==> src/hw/rtl/aspect_fit_point_mapper_top_macros.svh <==
`ifndef ASPECT_FIT_POINT_MAPPER_TOP_MACROS_SVH
`define ASPECT_FIT_POINT_MAPPER_TOP_MACROS_SVH

// same-cycle implication, checked out of reset
`define AFPM_ASSERT_NOW(lbl, ante, cons, msg) \
  lbl: assert property (@(posedge clk) disable iff (!rst_n) (ante) |-> (cons)) else $error(msg);

// next-cycle implication, checked out of reset
`define AFPM_ASSERT_NEXT(lbl, ante, cons, msg) \
  lbl: assert property (@(posedge clk) disable iff (!rst_n) (ante) |=> (cons)) else $error(msg);

`endif

==> src/hw/rtl/afpm_pkg.sv <==
`timescale 1ns / 1ps
package afpm_pkg;

  localparam int COORD_W   = 16;
  localparam int DIV_STEPS = 32;
  localparam int PIPE_LEN  = DIV_STEPS + 4;
  localparam int CFG_IDX_W = 4;

  localparam logic [CFG_IDX_W-1:0] REG_BOX_LEFT    = 4'd0;
  localparam logic [CFG_IDX_W-1:0] REG_BOX_TOP     = 4'd1;
  localparam logic [CFG_IDX_W-1:0] REG_BOX_RIGHT   = 4'd2;
  localparam logic [CFG_IDX_W-1:0] REG_BOX_BOTTOM  = 4'd3;
  localparam logic [CFG_IDX_W-1:0] REG_DEST_LEFT   = 4'd4;
  localparam logic [CFG_IDX_W-1:0] REG_DEST_TOP    = 4'd5;
  localparam logic [CFG_IDX_W-1:0] REG_DEST_RIGHT  = 4'd6;
  localparam logic [CFG_IDX_W-1:0] REG_DEST_BOTTOM = 4'd7;

  typedef struct packed {
    logic signed [15:0] box_left;
    logic signed [15:0] box_top;
    logic signed [15:0] box_right;
    logic signed [15:0] box_bottom;
    logic signed [15:0] dest_left;
    logic signed [15:0] dest_top;
    logic signed [15:0] dest_right;
    logic signed [15:0] dest_bottom;
  } cfg_t;

  typedef struct packed {
    logic signed [15:0] left;
    logic signed [15:0] top;
    logic signed [15:0] right;
    logic signed [15:0] bottom;
    logic signed [16:0] wx;
    logic signed [16:0] wy;
    logic [15:0]        den_x;
    logic [15:0]        den_y;
    logic               ferr;
    logic               merr;
  } fit_t;

  function automatic logic signed [15:0] sat16(input logic signed [35:0] v);
    logic signed [15:0] res;
    if (v > 36'sd32767) begin
      res = 16'sh7fff;
    end else if (v < -36'sd32768) begin
      res = 16'sh8000;
    end else begin
      res = v[15:0];
    end
    return res;
  endfunction

  // divide by two, truncating toward zero
  function automatic logic signed [35:0] half_trunc(input logic signed [35:0] v);
    logic signed [35:0] t;
    t = v + $signed({35'b0, v[35]});
    return t >>> 1;
  endfunction

endpackage

==> src/hw/rtl/afpm_axis.sv <==
`timescale 1ns / 1ps
module afpm_axis (
  input  logic               clk,
  input  logic               rst_n,
  input  logic               advance,
  input  logic               in_fire,
  input  logic signed [15:0] point,
  input  logic signed [15:0] base,
  input  logic signed [16:0] width,
  input  logic [15:0]        den,
  input  logic signed [15:0] offset,
  input  logic               merr,
  output logic               out_vld,
  output logic signed [15:0] out_coord
);
  import afpm_pkg::*;

  logic [PIPE_LEN-1:0] vld_r;
  logic signed [16:0]  sub_r;
  logic signed [33:0]  prod_r;
  logic [31:0]         num_r [0:DIV_STEPS];
  logic [15:0]         rem_r [0:DIV_STEPS];
  logic                neg_r [0:DIV_STEPS];
  logic signed [15:0]  res_r;

  logic signed [33:0] mag_w;
  logic               up;
  logic [32:0]        qmag;
  logic signed [35:0] sval;
  logic signed [35:0] sum;

  always_ff @(posedge clk) begin
    if (!rst_n) begin
      vld_r <= '0;
    end else if (advance) begin
      vld_r <= {vld_r[PIPE_LEN-2:0], in_fire};
    end
  end

  assign mag_w = prod_r[33] ? -prod_r : prod_r;

  always_ff @(posedge clk) begin
    if (advance) begin
      sub_r    <= 17'(point) - 17'(base);
      prod_r   <= 34'(sub_r) * 34'(width);
      num_r[0] <= mag_w[31:0];
      rem_r[0] <= '0;
      neg_r[0] <= prod_r[33];
    end
  end

  for (genvar k = 0; k < DIV_STEPS; k++) begin : g_div
    logic [16:0] trial;
    logic [17:0] diff;
    assign trial = {rem_r[k], num_r[k][31]};
    assign diff  = {1'b0, trial} - {2'b0, den};
    always_ff @(posedge clk) begin
      if (advance) begin
        rem_r[k+1] <= diff[17] ? trial[15:0] : diff[15:0];
        num_r[k+1] <= {num_r[k][30:0], ~diff[17]};
        neg_r[k+1] <= neg_r[k];
      end
    end
  end

  // round: add one when twice the remainder reaches the divisor
  assign up   = {rem_r[DIV_STEPS], 1'b0} >= {1'b0, den};
  assign qmag = 33'(num_r[DIV_STEPS]) + 33'(up);
  assign sval = neg_r[DIV_STEPS] ? -$signed({3'b0, qmag}) : $signed({3'b0, qmag});
  assign sum  = sval + 36'(offset);

  always_ff @(posedge clk) begin
    if (advance) begin
      res_r <= merr ? 16'sd0 : sat16(sum);
    end
  end

  assign out_vld   = vld_r[PIPE_LEN-1];
  assign out_coord = res_r;

endmodule

==> config.mk <==
export PLATFORM = sky130hd
export DESIGN_NAME = afpm_axis
export DESIGN_NICKNAME = d
export VERILOG_FILES = /design/src/hw/rtl/aspect_fit_point_mapper_top_macros.svh /design/src/hw/rtl/afpm_pkg.sv /design/src/hw/rtl/afpm_axis.sv
export SDC_FILE = /design/constraint.sdc
export NUM_CORES = 2
export LEC_CHECK = 0
export BUFFER_PORTS_ARGS = -buffer_cell sky130_fd_sc_hd__buf_2
export CORE_MARGIN = 8
export CORE_UTILIZATION = 25
export DETAILED_ROUTE_END_ITERATION = 7
export GPL_TIMING_DRIVEN = 0
export HOLD_SLACK_MARGIN = 0.1
export PLACE_DENSITY = 0.37
export SLEW_MARGIN = 20
export SYNTH_ARGS = -nofsm -noshare
export SYNTH_HDL_FRONTEND = slang
export SYNTH_SLANG_ARGS = --single-unit
export TNS_END_PERCENT = 10
==> constraint.sdc <==
create_clock -name clk -period 10.5 [get_ports clk]
set_input_delay 1.05 -clock clk [delete_from_list [all_inputs] [get_ports clk]]
set_output_delay 1.05 -clock clk [all_outputs]
set_load 0.01 [all_outputs]
==> results.ini <==
[outcome]
outcome = finished clean

[logic_synthesis]
synth-simple-area-share_pct = 10.4
synth_top_family_by_area = adder cells
yosysWarnings = 0
synthTopCellsByArea = edfxtp_1 (53%), ha_1 (8.6%), fa_1 (6.9%), mux2_2 (3.7%), xnor2_1 (2.9%)
synth-adder-area-share_pct = 15.6
ys_top_cells_by_count = edfxtp_1 (1667), inv_1 (687), ha_1 (654)
synth_top_area_share_pct = 52.7
yosysSeqAreaShare_pct = 53.5
synth_compound_area_share_pct = 8.80
synthArstFlopShare_pct = 0
synth.cell_area_sq_um = 94900
synth_top_cell_by_area = edfxtp_1
synthXorXnorAreaFrac_pct = 3.65
ys_types = 84
syn_area_per_cell_sq_um = 12.5
synth.most_common_cell = edfxtp_1
synth_seq_cells = 1703
synthCells = 7624
synth_edf_count = 1667
synth.mux.area_fraction_pct = 4.69
ys.flop_type = edfxtp_1

[cts]
cts.clk_slew.worst_paths_ns = 0.06
insertion_delay_ns = 0.85
clockBufferDepth = 4
cts_made_buffers = 205
clkSinkCount = 1703
cts_root_buf = clkbuf_16
cts_tree = yes
cts_max_level = 4
holdBufCountCts = 0

[power]
powerDensity_nw_per_um2 = 364
vdd_drop_max_mv = 0.537
p_leak_nw = 40.9

[detailed_routing]
vias = 58000
postRouteAntennaNets = 0
firstDrtPassIters = 7
routed_wl_mm = 218
detail_route.wl_per_cell_um = 16.5
drtIter0Drc = 3137
avgViaCountPerCell = 4.41
route.detailed.drc = 0

[grt]
grt.busiest_layer = met2
met3_usage_pct = 1.55
use_met2_pct = 19.5
grt_max_degree = 137
grt_overflow = 0
grt_pass1_vias = 59600
use_met1_pct = 12.5
grt_pass1_wl_mm = 338
antenna_found_initial = 2
grt_usage_pct = 10.5

[worst_setup_path]
cp_slowest_stage_delay_ns = 0.57
cp.arrival_ns = 10.29
start_kind = input port
required_ns = 11.10
slowest_stage = or4_4
cpMostUsedCell = a21oi_1
crit_fanout = 22
endpoint_kind = flop
crit_type = input port to flop

[place]
gp_congestion = 0.804
dp_hpwl_mm = 156
port_buffers = 96
dpl_worst_slack_ns = -1.09
dpl.cell_count = 12800

[sta]
fmax_ghz = 0.103
hold_viol = 0
finalClockSkew_ns = 0.0478
slew_viol_final = 0
rsz0062_at_grt = false
finalCritPeriodShare_pct = 92.3
setup_violations = 0
worst_pin_slew_ns = 1.07
relSlewSlack_pct = 27.0
fin_ws_ns = 0.808
period_minus_slack_ns = 9.69

[floorplan]
ioPinCount = 103
core-area_sq_um = 379000
start_util_pct = 25.1
row_count = 226
dieArea_sq_um = 400000
die_h_um = 632
die_w_um = 632

[cells_and_area]
drive_gt1_share_pct = 9.87
fillers = 38400
syn2layout_area_growth_pct = 15.2
instances_no_fill = 13200
nets = 9035

[job]
drv_cap = 0

[worst_hold_path]
hold_path_class = flop to flop

==> logic make-up (layout without fill, tap and decap cells) <==
| group | Yosys count | in the layout |
|---|---|---|
| AND/OR/NAND/NOR | 2022 | 2022 |
| flip-flops | 1703 | 1703 |
| AO/OA/AOI/OAI | 1253 | 1253 |
| adder cells (fa/ha/maj) | 983 | 983 |
| buffers and inverters | 861 | 1365 |
| multiplexers | 406 | 406 |
| XOR/XNOR | 395 | 395 |
| other | 1 | 15 |
==> per-stage QoR <==
stage / hold WS (ns) / area [sq um] / power [mW] / TNS, ns / utilization [%]
2_1_floorplan: 0.400 / 95000 / 27.8 / 0 / -
3_3_place_gp: 0.400 / 102000 / 33.4 / - / 26.9
3_5_place_dp: 0.405 / 103000 / 33.2 / -15.42 / 27.1
4_1_cts: 0.356 / 109000 / 40.6 / 0 / 28.9
5_1_grt: 0.383 / 109000 / 43.6 / 0 / 28.9
6_report: 0.376 / 109000 / 39.8 / 0 / 28.9
==> layer usage <==
metal	share of wire, %	wire [um]
met1	43	93300
met2	51	111000
met3	3.2	6980
met4	3.1	6710
met5	0	0
==> layout by cell type, fill, tap and decap left out, types with 51 or more instances in the layout <==
master        n
nand2_1     446
buf_2       102
o21a_1       77
nand3_1     151
edfxtp_1   1667
inv_1       672
clkinv_1     51
mux2i_1      93
a21boi_0    122
or3_1        68
and2_1      144
o211ai_1     75
clkbuf_1    148
a21oi_1     239
nand4_1      65
nor3_1      176
xor2_1       85
nor2b_1     133
nor2_1      589
nand2b_1     75
mux2_2      313
o2111ai_1    57
ha_1        652
o21ai_0     330
clkbuf_16   211
xnor2_1     309
fa_1        329
==> registers in the layout, summed over array words and instances, names as in the netlist <==
name       flops
neg_r         33
out_coord     16
num_r       1056
prod_r        33
rem_r        512
sub_r         17
vld_r         36
==> final timing paths <==
path            startpoint       endpoint  slack (ns)  cells after the start
max                 den[1]  out_coord[12]        0.81                     42
max reg2reg    rem_r[1][0]  out_coord[12]        1.69                     38
min          num_r[0][358]  num_r[0][391]        0.38                      0
min reg2reg  num_r[0][358]  num_r[0][391]        0.38                      0
==> layout make-up <==
class	count	area, sq um	share of cell area (%)
Inverter	689	2620	2.40
Multi-Input combinational cell	5066	41000	37.5
Clock buffer	250	5430	4.96
Sequential cell	1703	50800	46.4
Tap cell	5016	6280	5.74
Buffer	172	668	0.611
Antenna cell	8	20.0	0.0183
Timing Repair Buffer	129	1370	1.25
Clock inverter	125	1210	1.10
==> power by group <==
part / internal [mW] / leakage [nW] / switching, mW
combinational: 9.69 / 21.2 / 11.8
sequential: 10.5 / 16.6 / 0.829
clock: 4.18 / 3.22 / 2.87
==> critical path: cells and delay by family <==
family	cells	cell delay, ns
xor gates and xnor gates	1	0.15
AOI/OAI and AO/OA	17	3.32
buffers and inverters	7	1.62
adders and majority gates	4	1.29
and+or+nand+nor	13	2.72
==> repair_timing <==
item | in CTS | in global routing
setup endpoints to repair | 11 | 15
gates cloned | 0 | 1
buffers inserted | 0 | 2
gates resized for setup | 2 | 12
pin swaps | 0 | 2
Power figures use the tool's default switching activity.
