$ cat src/hw/rtl/aspect_fit_point_mapper_top_macros.svh
`ifndef ASPECT_FIT_POINT_MAPPER_TOP_MACROS_SVH
`define ASPECT_FIT_POINT_MAPPER_TOP_MACROS_SVH

// same-cycle implication, checked out of reset
`define AFPM_ASSERT_NOW(lbl, ante, cons, msg) \
  lbl: assert property (@(posedge clk) disable iff (!rst_n) (ante) |-> (cons)) else $error(msg);

// next-cycle implication, checked out of reset
`define AFPM_ASSERT_NEXT(lbl, ante, cons, msg) \
  lbl: assert property (@(posedge clk) disable iff (!rst_n) (ante) |=> (cons)) else $error(msg);

`endif

$ cat src/hw/rtl/afpm_pkg.sv
`timescale 1ns / 1ps
package afpm_pkg;

  localparam int COORD_W   = 16;
  localparam int DIV_STEPS = 32;
  localparam int PIPE_LEN  = DIV_STEPS + 4;
  localparam int CFG_IDX_W = 4;

  localparam logic [CFG_IDX_W-1:0] REG_BOX_LEFT    = 4'd0;
  localparam logic [CFG_IDX_W-1:0] REG_BOX_TOP     = 4'd1;
  localparam logic [CFG_IDX_W-1:0] REG_BOX_RIGHT   = 4'd2;
  localparam logic [CFG_IDX_W-1:0] REG_BOX_BOTTOM  = 4'd3;
  localparam logic [CFG_IDX_W-1:0] REG_DEST_LEFT   = 4'd4;
  localparam logic [CFG_IDX_W-1:0] REG_DEST_TOP    = 4'd5;
  localparam logic [CFG_IDX_W-1:0] REG_DEST_RIGHT  = 4'd6;
  localparam logic [CFG_IDX_W-1:0] REG_DEST_BOTTOM = 4'd7;

  typedef struct packed {
    logic signed [15:0] box_left;
    logic signed [15:0] box_top;
    logic signed [15:0] box_right;
    logic signed [15:0] box_bottom;
    logic signed [15:0] dest_left;
    logic signed [15:0] dest_top;
    logic signed [15:0] dest_right;
    logic signed [15:0] dest_bottom;
  } cfg_t;

  typedef struct packed {
    logic signed [15:0] left;
    logic signed [15:0] top;
    logic signed [15:0] right;
    logic signed [15:0] bottom;
    logic signed [16:0] wx;
    logic signed [16:0] wy;
    logic [15:0]        den_x;
    logic [15:0]        den_y;
    logic               ferr;
    logic               merr;
  } fit_t;

  function automatic logic signed [15:0] sat16(input logic signed [35:0] v);
    logic signed [15:0] res;
    if (v > 36'sd32767) begin
      res = 16'sh7fff;
    end else if (v < -36'sd32768) begin
      res = 16'sh8000;
    end else begin
      res = v[15:0];
    end
    return res;
  endfunction

  // divide by two, truncating toward zero
  function automatic logic signed [35:0] half_trunc(input logic signed [35:0] v);
    logic signed [35:0] t;
    t = v + $signed({35'b0, v[35]});
    return t >>> 1;
  endfunction

endpackage

$ cat src/hw/rtl/afpm_fit.sv
`timescale 1ns / 1ps
module afpm_fit (
  input  logic           clk,
  input  logic           rst_n,
  input  afpm_pkg::cfg_t cfg,
  input  logic           restart,
  output logic           busy,
  output afpm_pkg::fit_t fit
);
  import afpm_pkg::*;

  localparam logic [2:0] ST_IDLE = 3'd0;
  localparam logic [2:0] ST_PREP = 3'd1;
  localparam logic [2:0] ST_MUL  = 3'd2;
  localparam logic [2:0] ST_DIV  = 3'd3;
  localparam logic [2:0] ST_FIN  = 3'd4;
  localparam logic [2:0] ST_WID  = 3'd5;

  // divide operations
  localparam logic [1:0] OP_RX = 2'd0;
  localparam logic [1:0] OP_RY = 2'd1;
  localparam logic [1:0] OP_QX = 2'd2;
  localparam logic [1:0] OP_QY = 2'd3;

  localparam logic [4:0] LAST_STEP = 5'(DIV_STEPS - 1);

  logic [2:0]         state_r;
  logic [1:0]         op_r;
  logic [4:0]         cnt_r;
  logic signed [17:0] dx_r, dy_r;
  logic signed [16:0] sxr_r, syr_r;
  logic               ferr_r, both0_r;
  logic [15:0]        sxc_r, syc_r;
  logic [31:0]        p2_r, p3_r;
  logic [31:0]        num_r;
  logic [15:0]        rem_r;
  logic [31:0]        q_r [0:3];
  fit_t               fit_r;

  logic signed [17:0] dx_nxt, dy_nxt;
  logic signed [16:0] sxr_nxt, syr_nxt;
  logic [1:0]         op_nxt;
  logic [31:0]        load_num;
  logic [15:0]        den;
  logic [16:0]        trial;
  logic [17:0]        diff;
  logic [15:0]        rem_nxt;
  logic [31:0]        num_nxt;
  logic signed [35:0] dl, dt, dr, db, m, cx, cy;
  logic signed [35:0] l_w, t_w, r_w, b_w;
  logic               hsel;
  logic signed [16:0] wx_nxt, wy_nxt;

  assign dx_nxt  = 18'(cfg.dest_right) - 18'(cfg.dest_left) - 18'sd2;
  assign dy_nxt  = 18'(cfg.dest_bottom) - 18'(cfg.dest_top) - 18'sd2;
  assign sxr_nxt = 17'(cfg.box_right) - 17'(cfg.box_left);
  assign syr_nxt = 17'(cfg.box_bottom) - 17'(cfg.box_top);

  assign op_nxt = op_r + 2'd1;

  always_comb begin
    case (op_nxt)
      OP_RX:   load_num = {dx_r[15:0], 16'b0};
      OP_RY:   load_num = {dy_r[15:0], 16'b0};
      OP_QX:   load_num = p2_r;
      default: load_num = p3_r;
    endcase
  end

  always_comb begin
    case (op_r) inside
      OP_RX, OP_QY: den = sxc_r;
      default:      den = syc_r;
    endcase
  end

  // restoring divide, one quotient bit per cycle
  assign trial   = {rem_r, num_r[31]};
  assign diff    = {1'b0, trial} - {2'b0, den};
  assign rem_nxt = diff[17] ? trial[15:0] : diff[15:0];
  assign num_nxt = {num_r[30:0], ~diff[17]};

  always_comb begin
    dl   = 36'(cfg.dest_left);
    dt   = 36'(cfg.dest_top);
    dr   = 36'(cfg.dest_right);
    db   = 36'(cfg.dest_bottom);
    hsel = q_r[OP_RX] > q_r[OP_RY];
    cx   = half_trunc(dl + dr);
    cy   = half_trunc(dt + db);
    m    = '0;
    l_w  = dl;
    t_w  = dt;
    r_w  = dr;
    b_w  = db;
    if (ferr_r) begin
      l_w = '0;
      t_w = '0;
      r_w = '0;
      b_w = '0;
    end else if (both0_r) begin
      l_w = cx - 36'sd1;
      r_w = cx + 36'sd1;
      t_w = cy - 36'sd1;
      b_w = cy + 36'sd1;
    end else if (hsel) begin
      m   = (sxc_r == 16'd1) ? half_trunc(36'(dx_r)) - 36'sd1
                             : half_trunc(36'(dx_r) - $signed({4'b0, q_r[OP_QX]}));
      l_w = dl + m;
      r_w = dr - m;
    end else begin
      m   = (syc_r == 16'd1) ? half_trunc(36'(dy_r)) - 36'sd1
                             : half_trunc(36'(dy_r) - $signed({4'b0, q_r[OP_QY]}));
      t_w = dt + m;
      b_w = db - m;
    end
  end

  assign wx_nxt = 17'(fit_r.right) - 17'(fit_r.left);
  assign wy_nxt = 17'(fit_r.bottom) - 17'(fit_r.top);

  always_ff @(posedge clk) begin
    if (!rst_n) begin
      state_r <= ST_PREP;
    end else if (restart) begin
      state_r <= ST_PREP;
    end else begin
      unique case (state_r)
        ST_IDLE: state_r <= ST_IDLE;
        ST_PREP: state_r <= ST_MUL;
        ST_MUL:  state_r <= ST_DIV;
        ST_DIV: begin
          if (cnt_r == LAST_STEP && op_r == OP_QY) begin
            state_r <= ST_FIN;
          end
        end
        ST_FIN:  state_r <= ST_WID;
        ST_WID:  state_r <= ST_IDLE;
        default: state_r <= ST_IDLE;
      endcase
    end
  end

  always_ff @(posedge clk) begin
    case (state_r)
      ST_PREP: begin
        dx_r    <= dx_nxt;
        dy_r    <= dy_nxt;
        sxr_r   <= sxr_nxt;
        syr_r   <= syr_nxt;
        ferr_r  <= (dx_nxt <= 18'sd0) || (dy_nxt <= 18'sd0) || sxr_nxt[16] || syr_nxt[16];
        both0_r <= (sxr_nxt == 17'sd0) && (syr_nxt == 17'sd0);
        sxc_r   <= (sxr_nxt == 17'sd0) ? 16'd1 : sxr_nxt[15:0];
        syc_r   <= (syr_nxt == 17'sd0) ? 16'd1 : syr_nxt[15:0];
      end
      ST_MUL: begin
        p2_r  <= sxc_r * dy_r[15:0];
        p3_r  <= syc_r * dx_r[15:0];
        num_r <= {dx_r[15:0], 16'b0};
        rem_r <= '0;
        cnt_r <= '0;
        op_r  <= OP_RX;
      end
      ST_DIV: begin
        if (cnt_r == LAST_STEP) begin
          q_r[op_r] <= num_nxt;
          op_r      <= op_nxt;
          num_r     <= load_num;
          rem_r     <= '0;
          cnt_r     <= '0;
        end else begin
          num_r <= num_nxt;
          rem_r <= rem_nxt;
          cnt_r <= cnt_r + 5'd1;
        end
      end
      ST_FIN: begin
        fit_r.left   <= sat16(l_w);
        fit_r.top    <= sat16(t_w);
        fit_r.right  <= sat16(r_w);
        fit_r.bottom <= sat16(b_w);
        fit_r.ferr   <= ferr_r;
        fit_r.den_x  <= sxc_r;
        fit_r.den_y  <= syc_r;
      end
      ST_WID: begin
        fit_r.wx   <= wx_nxt;
        fit_r.wy   <= wy_nxt;
        fit_r.merr <= (wx_nxt <= 17'sd0) || (wy_nxt <= 17'sd0) || sxr_r[16] || syr_r[16];
      end
      default: ;
    endcase
  end

  assign busy = (state_r != ST_IDLE);
  assign fit  = fit_r;

endmodule

$ cat config.mk
export PLATFORM = sky130hd
export DESIGN_NAME = afpm_fit
export DESIGN_NICKNAME = d
export VERILOG_FILES = /design/src/hw/rtl/aspect_fit_point_mapper_top_macros.svh /design/src/hw/rtl/afpm_pkg.sv /design/src/hw/rtl/afpm_fit.sv
export SDC_FILE = /design/constraint.sdc
export NUM_CORES = 2
export LEC_CHECK = 0
export BUFFER_PORTS_ARGS = -buffer_cell sky130_fd_sc_hd__buf_2
export CAP_MARGIN = 20
export CORE_AREA = 2 2 322 324
export CTS_CLUSTER_SIZE = 8
export DETAILED_ROUTE_END_ITERATION = 16
export DIE_AREA = 0 0 324 326
export GPL_TIMING_DRIVEN = 1
export PLACE_DENSITY = 0.8
export RECOVER_POWER = 25
export SYNTH_ARGS = -nofsm -noshare
export SYNTH_HDL_FRONTEND = slang
export SYNTH_SLANG_ARGS = --single-unit
$ cat constraint.sdc
create_clock -name clk -period 18.65 [get_ports clk]
set_clock_uncertainty 0.15 [all_clocks]
set_input_delay 0.9325 -clock clk [delete_from_list [all_inputs] [get_ports clk]]
set_output_delay 0.9325 -clock clk [all_outputs]
set_load 0.02 [all_outputs]
==> impl_metrics.csv <==
group,metric,value,unit
run_status,outcome,"finished, violations left",
run_status,failed_checks,"max-capacitance violations, max-slew violations",
clock_tree,cts_sinks,454,
drt,routed_via_density,6.18,
logic_synthesis,synth_fa_ha_area_share,26.9,%
sta,whs,0.381,ns
grt,grt_pass1_wl,281000,µm
worst_setup_path,required,18.91,ns
finish,fin_nets,8206,
logic_synthesis,synth-seq-cells,454,
drt,wl_per_cell,21.4,µm
finish,mostFrequentLayoutCell,"inv_1",
clock_tree,clk_latency,0.68,ns
logic_synthesis,synth_area,59900,µm²
die,die-area,106000,µm²
finish,drive_gt1_share,7.06,%
drt,drcViolationCount,0,
logic_synthesis,syn_nets,8047,
clock_tree,clockBufferDepth,3,
run,drv_cap,5,
logic_synthesis,ys_seq_area_share,22.7,%
clock_tree,post_cts_buffers,0,
grt,antenna_found_initial,9,
clock_tree,root_buffer,"clkbuf_16",
placement,place_area,62500,µm²
logic_synthesis,synth-main-ff-cell,"edfxtp_1",
die,rows,118,
clock_tree,cts_tree,"done",
die,core,103000,µm²
sta,rsz0062_at_grt,"false",
drt,ant_nets,0,
logic_synthesis,synth-edff-count,451,
logic_synthesis,synth_top_family_by_area,"adder cells",
die,fp.dieW,324,µm
logic_synthesis,synth_top_cell_by_area,"edfxtp_1",
drt,first_pass_iters,8,
placement,hpwlAfterDp,140000,µm
die,die_h,326,µm
worst_setup_path,slowest_stage,"edfxtp_1",
finish,stdcell_area,64400,µm²
clock_tree,htree_levels,3,
logic_synthesis,synth.area.top_cells,"edfxtp_1 23%, fa_1 13%, ha_1 13%",
worst_setup_path,cp.arrival,10.16,ns
finish,final_cell_mix,"913 x inv_1, 704 x nand2_1, 642 x ha_1",
grt,overflow,0,
worst_setup_path,slowest_delay,0.91,ns
drt,wl,180000,µm
logic_synthesis,avgSynthCellArea,8.72,µm²
sta,slew_headroom,-126,%
logic_synthesis,ys_warn_count,0,
logic_synthesis,synthArstFlopShare,0,%
logic_synthesis,yosys-mux-area-fraction,1.18,%
sta,fmaxAchievable,101,MHz
logic_synthesis,yosysTopAreaCellShare,22.6,%
logic_synthesis,yosysUniqueCellTypes,121,
finish,fin_util,62.8,%
finish,regArea,13600,µm²
sta,hold_viol,0,
clock_tree,numCtsBuffers,68,
logic_synthesis,synthXorXnorAreaFrac,7.11,%
drt,initialDrtViolationCount,4988,
grt,track_usage,34.0,%
grt,grt_start_max_net_pins,66,
finish,multi_input_area,41900,µm²
clock_tree,clk_pin_slew,0.05,ns
clock_tree,cts_resized,0,
logic_synthesis,yosys.area_share.simple,17.7,%
sta,slew_viol_final,192,
finish,syn2layout_area_growth,7.61,%
clock_tree,postCtsHoldBufs,0,
finish,fillCellCount,8432,
worst_setup_path,start_kind,"flop",
drt,vias,52166,
die,num_io_pins,264,
sta,post-route-min-period,9.90,ns
grt,grt_pass1_vias,51471,
logic_synthesis,synth_cells,6871,
worst_setup_path,critPathMaxFanout,22,
placement,finalWeightedCongestion,1.02,
die,initial_core_util,58.4,%
worst_setup_path,worst-setup-path-type,"flop to flop",
sta,setup_viol,0,
sta,fin_crit_sh,53.1,%
sta,fin_tns_setup,0,ns
worst_setup_path,crit_path_end_kind,"flop",
placement,portBuffers,263,
logic_synthesis,synth_compound_area_share,17.1,%
sta,worst_pin_slew,3.39,ns
hold_path,hold_path_class,"flop to flop",
flip-flops by register name, summed over array words and instances, names as in the netlist, 18 cells and up:
signal  count
fit       132
dy_r       18
p3_r       32
q_r       128
p2_r       32
dx_r       18
num_r      32
worst paths after layout:
check	start	to	slack, ns	cells past startpoint
setup / recovery	dy_r[1]$_DFFE_PP_	fit[101]$_SDFFCE_PN1P_	8.75	30
hold / removal	p2_r[6]$_DFFE_PP_	num_r[6]$_SDFFCE_PN0P_	0.38	2
hold reg to reg	p2_r[6]$_DFFE_PP_	num_r[6]$_SDFFCE_PN0P_	0.38	2
setup reg to reg	dy_r[1]$_DFFE_PP_	fit[101]$_SDFFCE_PN1P_	8.75	30
Yosys cell counts (all sizes together), types with 38 or more instances:
master and instances:
nor2 417, clkbuf 208, xor2 168, a21o 167, edfxtp 451, and2 229
mux2i 63, or3 54, nor2b 68, o21ai 320, nor3 148, nand2 705
ha 642, xnor2 314, nand3 132, fa 403, o31ai 39, and3 70
a21oi 390, a21boi 47, o211ai 38, a31oi 53, nor4 44, o21a 62
nand2b 60, inv 915, nand4 64, a211oi 89
routing by layer:
metal	GRT usage [%]	vias to the layer above	share of wire (%)
met2	54.5	2542	45
li1	-	24101	-
met4	21.8	6	7.3
met1	42.3	24905	39
met5	0	-	0.018
met3	5.85	612	8.7
cell families after synthesis:
kind of cell,after synthesis
AO/OA/AOI/OAI,1522
XOR/XNOR,482
AND/OR/NAND/NOR,2139
adder cells (fa/ha/maj),1045
flip-flops,454
multiplexers,70
buffers and inverters,1159
through the flow:
| step | worst slack [ns] | std cells |
|---|---|---|
| floorplan | 9.97 | 6871 |
| global placement | 9.14 | 8338 |
| detailed placement | 8.95 | 8338 |
| CTS | 8.90 | 8428 |
| global route | 7.88 | 8433 |
| finish | 8.75 | 8435 |
worst max-delay path, delay by kind of cell, from the launching register on:
| kind | cells | cell delay [ns] |
|---|---|---|
| AO/OA/AOI/OAI | 18 | 5.93 |
| XOR/XNOR | 2 | 0.33 |
| adder cells (fa/ha/maj) | 3 | 1.03 |
| flip-flops | 1 | 0.91 |
| AND/OR/NAND/NOR | 7 | 1.29 |
area by class of cell:
cell class / instances / share of cell area [%]
multi-input cells: 5258 / 65.0
flip-flops and latches: 454 / 21.1
inverters: 915 / 5.33
repair buffers: 333 / 2.76
clock buffers: 79 / 2.74
well taps: 1380 / 2.68
clock inverters: 11 / 0.346
diodes: 5 / 0.0194
Power is not shown: default switching activity piles up to over one toggle a cycle in this logic, so the estimate is an artifact.
